$ cat config.mk
export PLATFORM = sky130hd
export DESIGN_NAME = pulse_peak_rpm_estimator_unit
export DESIGN_NICKNAME = d
export VERILOG_FILES = /design/src/ppre_pkg.sv /design/src/ppre_front.sv /design/src/ppre_queue.sv /design/src/ppre_back.sv /design/src/pulse_peak_rpm_estimator_unit.sv
export SDC_FILE = /design/constraint.sdc
export NUM_CORES = 1
export LEC_CHECK = 0
export BUFFER_PORTS_ARGS = -buffer_cell sky130_fd_sc_hd__buf_2
export CORE_MARGIN = 2
export CORE_UTILIZATION = 30
export CTS_CLUSTER_SIZE = 12
export DETAILED_ROUTE_END_ITERATION = 7
export GPL_TIMING_DRIVEN = 1
export PLACE_DENSITY = 0.43
export SLEW_MARGIN = 20
export SYNTH_ARGS = -nofsm -noshare
export SYNTH_HDL_FRONTEND = slang
export SYNTH_SLANG_ARGS = --single-unit
$ cat constraint.sdc
create_clock -name aclk -period 17.75 [get_ports aclk]
set_clock_uncertainty 0.2 [all_clocks]
set_input_delay 5.325 -clock aclk [delete_from_list [all_inputs] [get_ports aclk]]
set_output_delay 5.325 -clock aclk [all_outputs]
set_load 0.01 [all_outputs]
$ cat src/ppre_pkg.sv
// ----------------------------------------------------------------------------
// ppre_pkg
// Shared types and constants for the pulse peak rpm estimator: beat payloads,
// the job handed from the front to the back, and configuration codes.
// ----------------------------------------------------------------------------
package ppre_pkg;

    localparam int SAMPLE_W = 12;
    localparam int TIME_W   = 32;
    localparam int NUM_W    = 20;
    localparam int RPM_W    = 32;
    localparam int CFG_W    = 20;
    localparam int CFG_IDX_W = 2;

    localparam logic [CFG_IDX_W-1:0] CFG_LOW_THRESHOLD  = 2'd0;
    localparam logic [CFG_IDX_W-1:0] CFG_HIGH_THRESHOLD = 2'd1;
    localparam logic [CFG_IDX_W-1:0] CFG_RPM_NUMERATOR  = 2'd2;

    localparam logic [SAMPLE_W-1:0] LOW_THRESHOLD_RESET  = 12'd100;
    localparam logic [SAMPLE_W-1:0] HIGH_THRESHOLD_RESET = 12'd1900;
    localparam logic [NUM_W-1:0]    RPM_NUMERATOR_RESET  = 20'd3000;

    typedef struct packed {
        logic [SAMPLE_W-1:0] sample_mv;
        logic                sample_valid;
        logic [TIME_W-1:0]   timestamp_us;
        logic                frame_end;
    } in_item_t;

    typedef struct packed {
        logic [TIME_W-1:0] interval_us;
        logic [RPM_W-1:0]  rpm_q8;
        logic              zero_interval;
    } out_item_t;

    typedef struct packed {
        logic [TIME_W-1:0] interval;
        logic              zero;
    } job_t;

endpackage

$ cat src/ppre_front.sv
// ----------------------------------------------------------------------------
// ppre_front
// Hysteresis peak detector and frame tracker. At a frame end that closes a
// frame with a kept peak, the interval to the previous kept peak is queued.
// ----------------------------------------------------------------------------
module ppre_front import ppre_pkg::*; #(
    parameter int SAMPLE_BITS = 12
) (
    input  logic                aclk,
    input  logic                aresetn,
    input  logic                s_valid,
    output logic                s_ready,
    input  in_item_t            s_data,
    input  logic [SAMPLE_W-1:0] low_thr,
    input  logic [SAMPLE_W-1:0] high_thr,
    input  logic                q_full,
    output logic                push,
    output job_t                push_job
);

    localparam int CMP_W = (SAMPLE_BITS < SAMPLE_W) ? SAMPLE_BITS : SAMPLE_W;

    logic              armed_reg, armed_next;
    logic [CMP_W-1:0]  last_reg, last_next;
    logic              has_valid_reg, has_valid_next;
    logic              seen_reg, seen_next;
    logic [TIME_W-1:0] peak_time_reg, peak_time_next;
    logic              have_prev_reg, have_prev_next;
    logic [TIME_W-1:0] prev_time_reg, prev_time_next;

    logic             accept;
    logic [CMP_W-1:0] sample, lo, hi;
    logic             catch_peak, disarm, frame_kept;
    logic [TIME_W-1:0] frame_time, interval;

    assign s_ready = !q_full;
    assign accept  = s_valid && s_ready;
    assign sample  = s_data.sample_mv[CMP_W-1:0];
    assign lo      = low_thr[CMP_W-1:0];
    assign hi      = high_thr[CMP_W-1:0];

    assign catch_peak = s_data.sample_valid && !armed_reg && (last_reg < lo) && (sample >= hi);
    assign disarm     = s_data.sample_valid && armed_reg && (sample < hi);

    // Frame state as it stands after this beat, before the frame-end clear.
    assign frame_time = catch_peak ? s_data.timestamp_us : peak_time_reg;
    assign frame_kept = (has_valid_reg || s_data.sample_valid) && (seen_reg || catch_peak);
    assign interval   = frame_time - prev_time_reg;

    assign push            = accept && s_data.frame_end && frame_kept && have_prev_reg;
    assign push_job.interval = interval;
    assign push_job.zero     = (interval == '0);

    always_comb begin
        armed_next     = armed_reg;
        last_next      = last_reg;
        has_valid_next = has_valid_reg;
        seen_next      = seen_reg;
        peak_time_next = peak_time_reg;
        have_prev_next = have_prev_reg;
        prev_time_next = prev_time_reg;
        if (accept) begin
            if (s_data.sample_valid) begin
                has_valid_next = 1'b1;
                last_next      = sample;
                if (catch_peak) begin
                    armed_next     = 1'b1;
                    seen_next      = 1'b1;
                    peak_time_next = s_data.timestamp_us;
                end else if (disarm) begin
                    armed_next = 1'b0;
                end
            end
            if (s_data.frame_end) begin
                if (frame_kept) begin
                    have_prev_next = 1'b1;
                    prev_time_next = frame_time;
                end
                has_valid_next = 1'b0;
                seen_next      = 1'b0;
                peak_time_next = '0;
            end
        end
    end

    always_ff @(posedge aclk) begin
        if (!aresetn) begin
            armed_reg     <= 1'b0;
            last_reg      <= '0;
            has_valid_reg <= 1'b0;
            seen_reg      <= 1'b0;
            peak_time_reg <= '0;
            have_prev_reg <= 1'b0;
            prev_time_reg <= '0;
        end else begin
            armed_reg     <= armed_next;
            last_reg      <= last_next;
            has_valid_reg <= has_valid_next;
            seen_reg      <= seen_next;
            peak_time_reg <= peak_time_next;
            have_prev_reg <= have_prev_next;
            prev_time_reg <= prev_time_next;
        end
    end

endmodule

$ cat src/ppre_queue.sv
// ----------------------------------------------------------------------------
// ppre_queue
// Short job queue between the detector front and the divider back.
// ----------------------------------------------------------------------------
module ppre_queue import ppre_pkg::*; #(
    parameter int DEPTH = 2
) (
    input  logic aclk,
    input  logic aresetn,
    input  logic push,
    input  job_t push_job,
    input  logic pop,
    output job_t pop_job,
    output logic full,
    output logic empty
);

    localparam int PTR_W = (DEPTH > 1) ? $clog2(DEPTH) : 1;
    localparam int CNT_W = $clog2(DEPTH + 1);

    job_t             slot_reg [DEPTH];
    logic [PTR_W-1:0] wr_ptr_reg, rd_ptr_reg;
    logic [CNT_W-1:0] count_reg;

    assign full    = (count_reg == CNT_W'(DEPTH));
    assign empty   = (count_reg == '0);
    assign pop_job = slot_reg[rd_ptr_reg];

    always_ff @(posedge aclk) begin
        if (push) begin
            slot_reg[wr_ptr_reg] <= push_job;
        end
    end

    always_ff @(posedge aclk) begin
        if (!aresetn) begin
            wr_ptr_reg <= '0;
            rd_ptr_reg <= '0;
            count_reg  <= '0;
        end else begin
            if (push) begin
                wr_ptr_reg <= (wr_ptr_reg == PTR_W'(DEPTH - 1)) ? '0 : wr_ptr_reg + 1'b1;
            end
            if (pop) begin
                rd_ptr_reg <= (rd_ptr_reg == PTR_W'(DEPTH - 1)) ? '0 : rd_ptr_reg + 1'b1;
            end
            if (push && !pop) begin
                count_reg <= count_reg + 1'b1;
            end else if (pop && !push) begin
                count_reg <= count_reg - 1'b1;
            end
        end
    end

`ifndef SYNTHESIS
    a_no_overflow: assert property (@(posedge aclk) disable iff (!aresetn)
        !(push && full))
        else $error("job pushed into a full queue");
    a_no_underflow: assert property (@(posedge aclk) disable iff (!aresetn)
        !(pop && empty))
        else $error("job popped from an empty queue");
    a_count_bound: assert property (@(posedge aclk) disable iff (!aresetn)
        count_reg <= CNT_W'(DEPTH))
        else $error("queue count beyond depth");
`endif

endmodule

$ cat src/ppre_back.sv
// ----------------------------------------------------------------------------
// ppre_back
// Restoring divider, one quotient bit per cycle, that turns a queued interval
// into rpm, followed by the output register of the result channel.
// ----------------------------------------------------------------------------
module ppre_back import ppre_pkg::*; #(
    parameter int FRACTION_BITS = 8
) (
    input  logic             aclk,
    input  logic             aresetn,
    input  logic             q_empty,
    input  job_t             q_job,
    output logic             pop,
    input  logic [NUM_W-1:0] rpm_numerator,
    output logic             m_valid,
    input  logic             m_ready,
    output out_item_t        m_data
);

    localparam int DIV_W = NUM_W + FRACTION_BITS;
    localparam int CNT_W = $clog2(DIV_W + 1);
    localparam int QX_W  = (DIV_W > RPM_W) ? DIV_W : RPM_W;

    localparam logic [1:0] ST_IDLE = 2'd0;
    localparam logic [1:0] ST_RUN  = 2'd1;
    localparam logic [1:0] ST_HOLD = 2'd2;

    logic [1:0]        state_reg, state_next;
    logic [CNT_W-1:0]  cnt_reg;
    logic [TIME_W-1:0] rem_reg;
    logic [DIV_W-1:0]  quot_reg;
    job_t              job_reg;
    logic              m_valid_reg;
    out_item_t         m_data_reg;

    logic [TIME_W:0]   rem_shift;
    logic              fits;
    logic [TIME_W-1:0] rem_sub;
    logic [QX_W-1:0]   quot_ext;
    logic              sat;
    logic [RPM_W-1:0]  rpm;
    logic              load_out;

    assign pop = (state_reg == ST_IDLE) && !q_empty;

    // Bring down the next dividend bit and try the subtract.
    assign rem_shift = {rem_reg, quot_reg[DIV_W-1]};
    assign fits      = rem_shift >= {1'b0, job_reg.interval};
    assign rem_sub   = TIME_W'(rem_shift - {1'b0, job_reg.interval});

    assign quot_ext = QX_W'(quot_reg);
    assign sat      = job_reg.zero || ((quot_ext >> RPM_W) != '0);
    assign rpm      = sat ? '1 : quot_ext[RPM_W-1:0];
    assign load_out = (state_reg == ST_HOLD) && (!m_valid_reg || m_ready);

    always_comb begin
        state_next = state_reg;
        case (state_reg)
            ST_IDLE: begin
                if (pop) begin
                    state_next = q_job.zero ? ST_HOLD : ST_RUN;
                end
            end
            ST_RUN: begin
                if (cnt_reg == CNT_W'(1)) begin
                    state_next = ST_HOLD;
                end
            end
            ST_HOLD: begin
                if (load_out) begin
                    state_next = ST_IDLE;
                end
            end
            default: begin
                state_next = ST_IDLE;
            end
        endcase
    end

    always_ff @(posedge aclk) begin
        if (!aresetn) begin
            state_reg   <= ST_IDLE;
            m_valid_reg <= 1'b0;
        end else begin
            state_reg <= state_next;
            if (load_out) begin
                m_valid_reg <= 1'b1;
            end else if (m_ready) begin
                m_valid_reg <= 1'b0;
            end
        end
    end

    always_ff @(posedge aclk) begin
        if (pop) begin
            job_reg  <= q_job;
            cnt_reg  <= CNT_W'(DIV_W);
            rem_reg  <= '0;
            quot_reg <= DIV_W'(rpm_numerator) << FRACTION_BITS;
        end else if (state_reg == ST_RUN) begin
            cnt_reg  <= cnt_reg - 1'b1;
            rem_reg  <= fits ? rem_sub : rem_shift[TIME_W-1:0];
            quot_reg <= {quot_reg[DIV_W-2:0], fits};
        end
        if (load_out) begin
            m_data_reg.interval_us   <= job_reg.interval;
            m_data_reg.rpm_q8        <= rpm;
            m_data_reg.zero_interval <= job_reg.zero;
        end
    end

    assign m_valid = m_valid_reg;
    assign m_data  = m_data_reg;

`ifndef SYNTHESIS
    a_run_nonzero: assert property (@(posedge aclk) disable iff (!aresetn)
        (state_reg == ST_RUN) |-> (job_reg.interval != '0))
        else $error("divider running on a zero interval");
    a_pop_starts: assert property (@(posedge aclk) disable iff (!aresetn)
        pop |=> (state_reg != ST_IDLE))
        else $error("popped job was not started");
    a_zero_saturates: assert property (@(posedge aclk) disable iff (!aresetn)
        (m_valid_reg && m_data_reg.zero_interval) |-> (m_data_reg.rpm_q8 == '1))
        else $error("zero interval without saturated rpm");
`endif

endmodule

$ cat src/pulse_peak_rpm_estimator_unit.sv
// ----------------------------------------------------------------------------
// pulse_peak_rpm_estimator_unit
// Hysteresis peak detector over timestamped samples with period to rpm output.
// ----------------------------------------------------------------------------
// Input: one beat per cycle while the two-entry job queue has room.
// Path: a frame-end beat that yields a result passes through the job queue,
// the one-bit-per-cycle divider and the output register before m_valid shows it.
// Results: the divider takes a new job only once the last result is loaded.
// Reset (aresetn low, synchronous) clears all detector and handshake state
// and restores the configuration registers to their reset values.
module pulse_peak_rpm_estimator_unit import ppre_pkg::*; #(
    parameter int SAMPLE_BITS   = 12,
    parameter int FRACTION_BITS = 8
) (
    input  logic                 aclk,
    input  logic                 aresetn,
    input  logic                 s_valid,
    output logic                 s_ready,
    input  in_item_t             s_data,
    output logic                 m_valid,
    input  logic                 m_ready,
    output out_item_t            m_data,
    input  logic                 cfg_we,
    input  logic [CFG_IDX_W-1:0] cfg_index,
    input  logic [CFG_W-1:0]     cfg_data
);

    logic [SAMPLE_W-1:0] low_thr_reg;
    logic [SAMPLE_W-1:0] high_thr_reg;
    logic [NUM_W-1:0]    numerator_reg;

    logic q_full, q_empty, push, pop;
    job_t push_job, pop_job;

    always_ff @(posedge aclk) begin
        if (!aresetn) begin
            low_thr_reg   <= LOW_THRESHOLD_RESET;
            high_thr_reg  <= HIGH_THRESHOLD_RESET;
            numerator_reg <= RPM_NUMERATOR_RESET;
        end else if (cfg_we) begin
            case (cfg_index)
                CFG_LOW_THRESHOLD:  low_thr_reg   <= cfg_data[SAMPLE_W-1:0];
                CFG_HIGH_THRESHOLD: high_thr_reg  <= cfg_data[SAMPLE_W-1:0];
                CFG_RPM_NUMERATOR:  numerator_reg <= cfg_data[NUM_W-1:0];
                default: begin
                end
            endcase
        end
    end

    ppre_front #(
        .SAMPLE_BITS(SAMPLE_BITS)
    ) u_front (
        .aclk     (aclk),
        .aresetn  (aresetn),
        .s_valid  (s_valid),
        .s_ready  (s_ready),
        .s_data   (s_data),
        .low_thr  (low_thr_reg),
        .high_thr (high_thr_reg),
        .q_full   (q_full),
        .push     (push),
        .push_job (push_job)
    );

    ppre_queue #(
        .DEPTH(2)
    ) u_queue (
        .aclk     (aclk),
        .aresetn  (aresetn),
        .push     (push),
        .push_job (push_job),
        .pop      (pop),
        .pop_job  (pop_job),
        .full     (q_full),
        .empty    (q_empty)
    );

    ppre_back #(
        .FRACTION_BITS(FRACTION_BITS)
    ) u_back (
        .aclk          (aclk),
        .aresetn       (aresetn),
        .q_empty       (q_empty),
        .q_job         (pop_job),
        .pop           (pop),
        .rpm_numerator (numerator_reg),
        .m_valid       (m_valid),
        .m_ready       (m_ready),
        .m_data        (m_data)
    );

endmodule
==> impl_results.md, run 1 <==
- Length of the first detailed-routing pass in iterations: 5
- Required time worst endpoint: 17.93 ns
- Fin. max-slew vios: 0
- Pleak: 7.86 nW
- CP max FO: 37
- I/O pin cnt: 140
- Minimum clock period after layout: 11.07 ns
- RR Endpoint: u_queue.slot_reg[0][0]
- Sequential share of the synthesized area: 51.2%
- Worst-Skew Late Latency: 0.57 ns
- Core Util, Final: 35.1%
- Nets@finish: 1976
- Initial core utilization: 30.3%
- Synthesized instance count: 1697
- Die area: 60200 sq um
- Final Wtd Congestion: 0.833
- Reg2Reg Depth: 23
- Critical Path Start Type: primary input
- Tot GR Track Use: 14.4%
- Synth area leaders: edfxtp_1 (31%), dfxtp_1 (20%), ha_1 (6.4%), nand2_1 (4.1%), mux2_2 (4.1%)
- Fin area: 20300 sq um
- Post-route DRC: 0
- # rows: 88
- Max-cap violation count: 0
- Yosys warns: 0
- Fin. Hold Viols: 0
- ANT cells: 0
- Clock Path Buffers: 3
- Port-buffer cells: 139
- Die W: 245 um
- Setup TNS: 0 ns
- Ys flop type: edfxtp_1
- Largest net degree at the start of global routing: 89
- Dpl cells: 2532
- Commonest cells in the netlist: nand2_1 (191), edfxtp_1 (180), dfxtp_1 (177), inv_1 (114), a21oi_1 (95)
- Post-synthesis mux area share: 4.63%
- Worst R2R Start: high_thr_reg[1]
- Synthesized area per cell: 10.3 sq um
- Vias in the first global route: 12283
- Rel. slew slack: 29.2%
- Hpwl dp: 30.7 mm
- Yosys reg bits: 357
- Cell taking the most area after synthesis: edfxtp_1
- Outcome: complete, no violations
- Mapped Nets: 1861
- Share of layout cells above drive strength 1: 17.6%
- Via Count: 12397
- Setup Buffers After CTS: 0
- Worst Hold Class: flip-flop to flip-flop
- CP Capture Type: flip-flop
- Max reg flops: 66
- Antenna violations before repair: 0
- Synth Area in Compound Gates: 16.1%
- Wirelength per Cell: 16.7 um
- Netlist cell types: 75
- Post_cts resized: 0
- Async S/R FF share, synth: 0%
- CP Class: primary input to flip-flop
- Final setup violation count: 0
- R2R setup slack: 11.15 ns
- XOR/XNOR Fraction of Synth Area: 3.16%
- Fin cells: 2610
- Simple-Gate Fraction of Synth Area: 14.0%
- Post-Route WL: 43.6 mm
- Detailed router's first-iteration violation count: 614
- Max H-tree Level: 2
- Hold path endpoint: numerator_reg[1]
- DP Area: 19000 sq um
- Die Span Y: 245 um
- Largest family of logic cells by synthesized area: compound AO/OA/AOI/OAI gates
- Fmax: 90.3 MHz
- Hold Crit Start: numerator_reg[1]
- Share of the synthesized area in the top cell type: 30.9%
- Crit path DAT: 11.26 ns
- Power, Total: 0.00293 W
- Layout area overhead: 15.8%
- DRT antenna net count: 0
- First-pass GRT wire length: 68.6 mm
- Grt ovf: 0
- WHS Path Cells: 2
- CTS clock-pin slew for the worst setup and hold paths: 0.06 ns
- Worst vdd ir: 0.0000630 V
- CTS tree: done
- Hold_buf cts: 0
- Sink Count: 357
- CTS buffer count: 43
- Final period utilization: 62.4%
- Via density: 4.75
- PD cells: 145 nW/um^2
- Area of the mapped netlist: 17500 sq um
- Post-synth EDFFs: 180
- Core area: 57700 sq um
- Area share of fa/ha/maj cells after synthesis: 6.60%
- Most common cell in the netlist: nand2_1
- Worst-Margin Slew: 1.06 ns
- RSZ-0062 raised after global routing: false
- Root Buffer: clkbuf_16
## layer usage
metal	GRT usage, %	share of wire, %	routed length (um)
met4	4.19	2.5	1070
met5	0	0	0
met1	20.0	50	21700
met2	22.8	44	19400
met3	2.64	3.4	1480
## cells by family after synthesis
family / Yosys count
AOI/OAI and AO/OA: 421
muxes: 73
buffers and inverters: 197
DFF: 357
adders and majority gates: 91
and+or+nand+nor: 495
xor gates and xnor gates: 63
## critical path, stage by stage
cell and delay [ns]:
buf_2 0.11, ha_1 0.29, nor2b_1 0.13, o21a_1 0.16, o21a_1 0.16, o21ai_0 0.18, nor4bb_1 0.64, nor3_4 0.03
buf_4 0.30, mux2i_1 0.31, ha_1 0.23, inv_1 0.06, fa_1 0.41, a211oi_2 0.35, o31ai_4 0.16, a21oi_4 0.28
o221ai_1 0.18, o21ai_1 0.22, xnor2_1 0.12, or3_1 0.37, or4_1 0.42, or4_1 0.50, nor4b_2 0.29
## per-stage QoR
step	hold WS, ns	setup slack [ns]
5_1_grt	0.280	6.30
4_1_cts	0.267	6.60
2_1_floorplan	0.226	6.89
3_5_place_dp	0.259	5.99
6_report	0.266	6.68
3_3_place_gp	0.254	6.06
## report_power, final
| group | switching [W] | internal, W |
|---|---|---|
| Clock | 0.000345 | 0.000478 |
| Combinational | 0.000583 | 0.000374 |
| Sequential | 0.0000917 | 0.00106 |
## layout by cell type (no fill, tap or decap), drive strengths merged, types with 10 or more instances in the layout
| master | Yosys | routed |
|---|---|---|
| a211oi | 14 | 14 |
| a21boi | 48 | 48 |
| a21o | 21 | 21 |
| a21oi | 96 | 96 |
| a22o | 22 | 22 |
| a22oi | 30 | 30 |
| a31oi | 27 | 27 |
| and3 | 17 | 17 |
| buf | 8 | 153 |
| clkbuf | 75 | 66 |
| clkinv | 0 | 10 |
| dfxtp | 177 | 177 |
| edfxtp | 180 | 180 |
| ha | 89 | 89 |
| inv | 114 | 115 |
| mux2 | 63 | 63 |
| mux2i | 10 | 10 |
| nand2 | 191 | 191 |
| nand2b | 18 | 18 |
| nand3 | 25 | 25 |
| nor2 | 76 | 76 |
| nor2b | 73 | 73 |
| nor3 | 18 | 18 |
| o211ai | 13 | 13 |
| o21a | 13 | 13 |
| o21ai | 81 | 81 |
| or2 | 31 | 31 |
| xnor2 | 41 | 41 |
| xor2 | 22 | 22 |
## how the worst max path moves through the flow
| stage | startpoint | to | depth (start not counted) | slack, ns |
|---|---|---|---|---|
| floorplan | s_data[35] | u_queue.slot_reg[0][0] | 22 | 6.89 |
| global placement | s_data[35] | u_queue.slot_reg[0][0] | 23 | 6.06 |
| detailed placement | s_data[35] | u_queue.slot_reg[0][0] | 23 | 5.99 |
| CTS | s_data[35] | u_queue.slot_reg[0][0] | 23 | 6.60 |
| global route | s_data[35] | u_queue.slot_reg[0][0] | 23 | 6.30 |
| finish | s_data[35] | u_queue.slot_reg[0][0] | 23 | 6.68 |
## layout make-up
cell class | count | area (sq um)
Multi-Input combinational cell | 1143 | 7830
Tap cell | 765 | 957
Fill cell | 5874 | 37400
Clock inverter | 12 | 100
Clock buffer | 66 | 1190
Sequential cell | 357 | 8950
Inverter | 114 | 428
Timing Repair Buffer | 153 | 803
Note: power is estimated with default switching activity, not from simulation.
==> run 2: changes to the inputs <==
--- a/config.mk
+++ b/config.mk
@@ -5,13 +5,14 @@
 export SDC_FILE = /design/constraint.sdc
 export NUM_CORES = 1
 export LEC_CHECK = 0
+export ABC_AREA = 1
 export BUFFER_PORTS_ARGS = -buffer_cell sky130_fd_sc_hd__buf_2
 export CORE_MARGIN = 2
 export CORE_UTILIZATION = 30
 export CTS_CLUSTER_SIZE = 12
 export DETAILED_ROUTE_END_ITERATION = 7
 export GPL_TIMING_DRIVEN = 1
-export PLACE_DENSITY = 0.43
+export PLACE_DENSITY = 0.44
 export SLEW_MARGIN = 20
 export SYNTH_ARGS = -nofsm -noshare
 export SYNTH_HDL_FRONTEND = slang
==> constraint.sdc (replaced) <==
create_clock -name aclk -period 9.37 [get_ports aclk]
set_clock_uncertainty 0.2 [all_clocks]
set_input_delay 2.811 -clock aclk [delete_from_list [all_inputs] [get_ports aclk]]
set_output_delay 2.811 -clock aclk [all_outputs]
set_load 0.01 [all_outputs]
==> impl_results.md, run 2 <==
- Detailed router's first-iteration violation count: 895 (was 614)
- Mapped Nets: 2481 (was 1861)
- Hold path endpoint: numerator_reg[16] (was numerator_reg[1])
- Final setup violation count: 0 (unchanged)
- Minimum clock period after layout: 7.15 ns
- Worst vdd ir: 0.000136 V (was 0.0000630 V)
- Final Wtd Congestion: 0.903 (was 0.833)
- Die Span Y: 253 um (was 245 um)
- Share of layout cells above drive strength 1: 11.5% (was 17.6%)
- Length of the first detailed-routing pass in iterations: 5 (unchanged)
- I/O pin cnt: 140 (unchanged)
- Rel. slew slack: 41.0% (was 29.2%)
- Fmax: 140 MHz
- Antenna violations before repair: 0 (unchanged)
- Hold Crit Start: numerator_reg[16] (was numerator_reg[1])
- Critical Path Start Type: primary input (unchanged)
- Reg2Reg Depth: 23 (unchanged)
- ANT cells: 0 (unchanged)
- Initial core utilization: 30.2% (was 30.3%)
- Grt ovf: 0 (unchanged)
- Sequential share of the synthesized area: 48.3% (was 51.2%)
- Ys flop type: edfxtp_1 (unchanged)
- Final period utilization: 76.3%
- Die area: 63800 sq um (was 60200 sq um)
- CP max stage cell: nand2_2 (was nor4bb_1)
- Sink Count: 357 (unchanged)
- PD cells: 262 nW/um^2 (was 145 nW/um^2)
- Via Count: 15260 (was 12397)
- Synth area leaders: edfxtp_1 (29%), dfxtp_1 (19%), nand2_1 (14%), inv_1 (6.6%), ha_1 (6.0%) (was edfxtp_1 (31%), dfxtp_1 (20%), ha_1 (6.4%), nand2_1 (4.1%), mux2_2 (4.1%))
- CP Capture Type: flip-flop (unchanged)
- CP Cell Sequence: buf_2 -> ha_1 -> nand2_1 -> nor2_2 -> and2_1 -> nand2_1 -> nand4_2 -> buf_4 -> nand2_2 -> o21ai_0 -> ha_1 -> inv_1 -> fa_1 -> or2_2 -> nor2_1 -> nand3_1 -> nor2_1 -> nand3_1 -> nor2_1 -> nand3_1 -> nor2_1 -> nand4_1 -> nor3_1 (was buf_2 -> ha_1 -> nor2b_1 -> o21a_1 -> o21a_1 -> o21ai_0 -> nor4bb_1 -> nor3_4 -> buf_4 -> mux2i_1 -> ha_1 -> inv_1 -> fa_1 -> a211oi_2 -> o31ai_4 -> a21oi_4 -> o221ai_1 -> o21ai_1 -> xnor2_1 -> or3_1 -> or4_1 -> or4_1 -> nor4b_2)
- Post-Route WL: 52.1 mm (was 43.6 mm)
- Vias in the first global route: 15047 (was 12283)
- Routed wl met2: 23.8 mm (was 19.4 mm)
- Cell taking the most area after synthesis: edfxtp_1 (unchanged)
- Crit path DAT: 7.36 ns (was 11.26 ns)
- Via density: 4.66 (was 4.75)
- R2R setup slack: 4.20 ns (was 11.15 ns)
- Port-buffer cells: 139 (unchanged)
- Wirelength per Cell: 15.9 um (was 16.7 um)
- Async S/R FF share, synth: 0% (unchanged)
- Post_cts resized: 0 (unchanged)
- Post-synth EDFFs: 180 (unchanged)
- Netlist cell types: 53 (was 75)
- CTS tree: done (unchanged)
- WHS Path Cells: 2 (unchanged)
- Most common cell in the netlist: nand2_1 (unchanged)
- CP Class: primary input to flip-flop (unchanged)
- Metal-1 WL: 25.0 mm (was 21.7 mm)
- Post-route DRC: 0 (unchanged)
- Met3 wire len: 1.89 mm (was 1.48 mm)
- Layout area overhead: 15.5% (was 15.8%)
- Worst Hold Class: flip-flop to flip-flop (unchanged)
- DRT antenna net count: 0 (unchanged)
- Outcome: complete, no violations (unchanged)
- Crit-path max cell delay: 0.58 ns (was 0.64 ns)
- RR Endpoint: u_queue.slot_reg[1][0] (was u_queue.slot_reg[0][0])
- Synthesized area per cell: 8.00 sq um (was 10.3 sq um)
- Worst-Margin Slew: 0.885 ns (was 1.06 ns)
- CP max FO: 35 (was 37)
- CTS buffer count: 44 (was 43)
- CTS clock-pin slew for the worst setup and hold paths: 0.06 ns (about the same)
- Max H-tree Level: 2 (unchanged)
- Commonest non-fill, non-tap cell in the layout: nand2_1 (unchanged)
- # rows: 91 (was 88)
- Area of the mapped netlist: 18500 sq um (was 17500 sq um)
- Fin cells: 3272 (was 2610)
- Hold_buf cts: 0 (unchanged)
- Tot GR Track Use: 16.4% (was 14.4%)
- Hpwl dp: 38.5 mm (was 30.7 mm)
- Fin. max-slew vios: 0 (unchanged)
- Most frequent cells in the layout: nand2_1 (679), inv_1 (326), edfxtp_1 (180) (was nand2_1 (191), edfxtp_1 (180), dfxtp_1 (177))
- Worst R2R Start: high_thr_reg[11] (was high_thr_reg[1])
- Required time worst endpoint: 9.58 ns (was 17.93 ns)
- Die W: 253 um (was 245 um)
- Fin. Hold Viols: 0 (unchanged)
- Core area: 61400 sq um (was 57700 sq um)
- Setup TNS: 0 ns (unchanged)
- DR top layer: met4 (unchanged)
- Largest net degree at the start of global routing: 77 (was 89)
- Worst-Skew Late Latency: 0.59 ns (was 0.57 ns)
- Share of the synthesized area in the top cell type: 29.2% (was 30.9%)
- Synthesized instance count: 2317 (was 1697)
- Dpl cells: 3191 (was 2532)
- Most used cell, CP: nor2_1
- Max-cap violation count: 0 (unchanged)
- Max reg flops: 66 (unchanged)
- Pleak: 9.75 nW (was 7.86 nW)
- First-pass GRT wire length: 82.2 mm (was 68.6 mm)
- Nets@finish: 2611 (was 1976)
- Setup Buffers After CTS: 0 (unchanged)
- RSZ-0062 raised after global routing: false (unchanged)
- Clock Path Buffers: 3 (unchanged)
- Yosys reg bits: 357 (unchanged)
- Setup crit start: s_data[45] (was s_data[35])
- Commonest cells in the netlist: nand2_1 (679), inv_1 (327), edfxtp_1 (180), dfxtp_1 (177), nor2_1 (153) (was nand2_1 (191), edfxtp_1 (180), dfxtp_1 (177), inv_1 (114), a21oi_1 (95))
- Root Buffer: clkbuf_16 (unchanged)
- Yosys warns: 0 (unchanged)
-- run 2: cell type report --
type                            count  area [sq um]
Clock buffer                       67          1250
Fill cell                        6528         40000
Clock inverter                     14           129
Inverter                          336          1260
Timing Repair Buffer              157           831
Sequential cell                   357          8950
Tap cell                          790           988
Multi-Input combinational cell   1551          7980
-- run 2: through the flow --
stage | cell area (sq um) | setup slack (ns) | hold WS (ns) | power [W] | util, %
after floorplan | 18500 | 3.21 | 0.226 | 0.00341 | -
after global placement | 20000 | 1.72 | 0.236 | 0.00404 | 32.6
after detailed placement | 20000 | 1.65 | 0.245 | 0.00405 | 32.6
after CTS | 21400 | 2.28 | 0.252 | 0.00571 | 34.9
after global routing | 21400 | 1.72 | 0.274 | 0.00601 | 34.9
final | 21400 | 2.22 | 0.253 | 0.00561 | 34.9
-- run 2: power breakdown --
group	leakage, nW	total [W]	internal [W]	switching, W
combinational	5.99	0.00185	0.000514	0.00134
clock	0.662	0.00162	0.000951	0.000672
sequential	3.10	0.00214	0.00202	0.000114
total	9.75	0.00561	0.00349	0.00212
-- run 2: kinds of logic after synthesis --
family / share of synthesized area [%]
and+or+nand+nor: 24.1
buffers and inverters: 8.75
AOI/OAI and AO/OA: 11.3
DFF: 48.3
adders and majority gates: 6.23
xor gates and xnor gates: 1.32
-- run 2: how the worst max path moves through the flow --
stage                             endpoint  slack, ns  depth (start not counted)
floorplan           u_queue.slot_reg[0][0]       3.21                         21
global placement    u_queue.slot_reg[0][0]       1.72                         23
detailed placement  u_queue.slot_reg[0][0]       1.65                         23
CTS                 u_queue.slot_reg[0][0]       2.28                         23
global route        u_queue.slot_reg[1][0]       1.72                         23
finish              u_queue.slot_reg[1][0]       2.22                         23
-- run 2: critical path: cells and delay by family --
family                   cells  cell delay [ns]
adder cells (fa/ha/maj)      3             0.98
AND/OR/NAND/NOR             16             2.38
AO/OA/AOI/OAI                1             0.56
buffers and inverters        3             0.58
-- run 2: metal layers --
layer | GRT usage (%) | vias up
met1 | 22.4 | 7079
met5 | 0 | -
li1 | - | 7835
met2 | 26.6 | 255
met3 | 2.52 | 91
met4 | 5.09 | 0
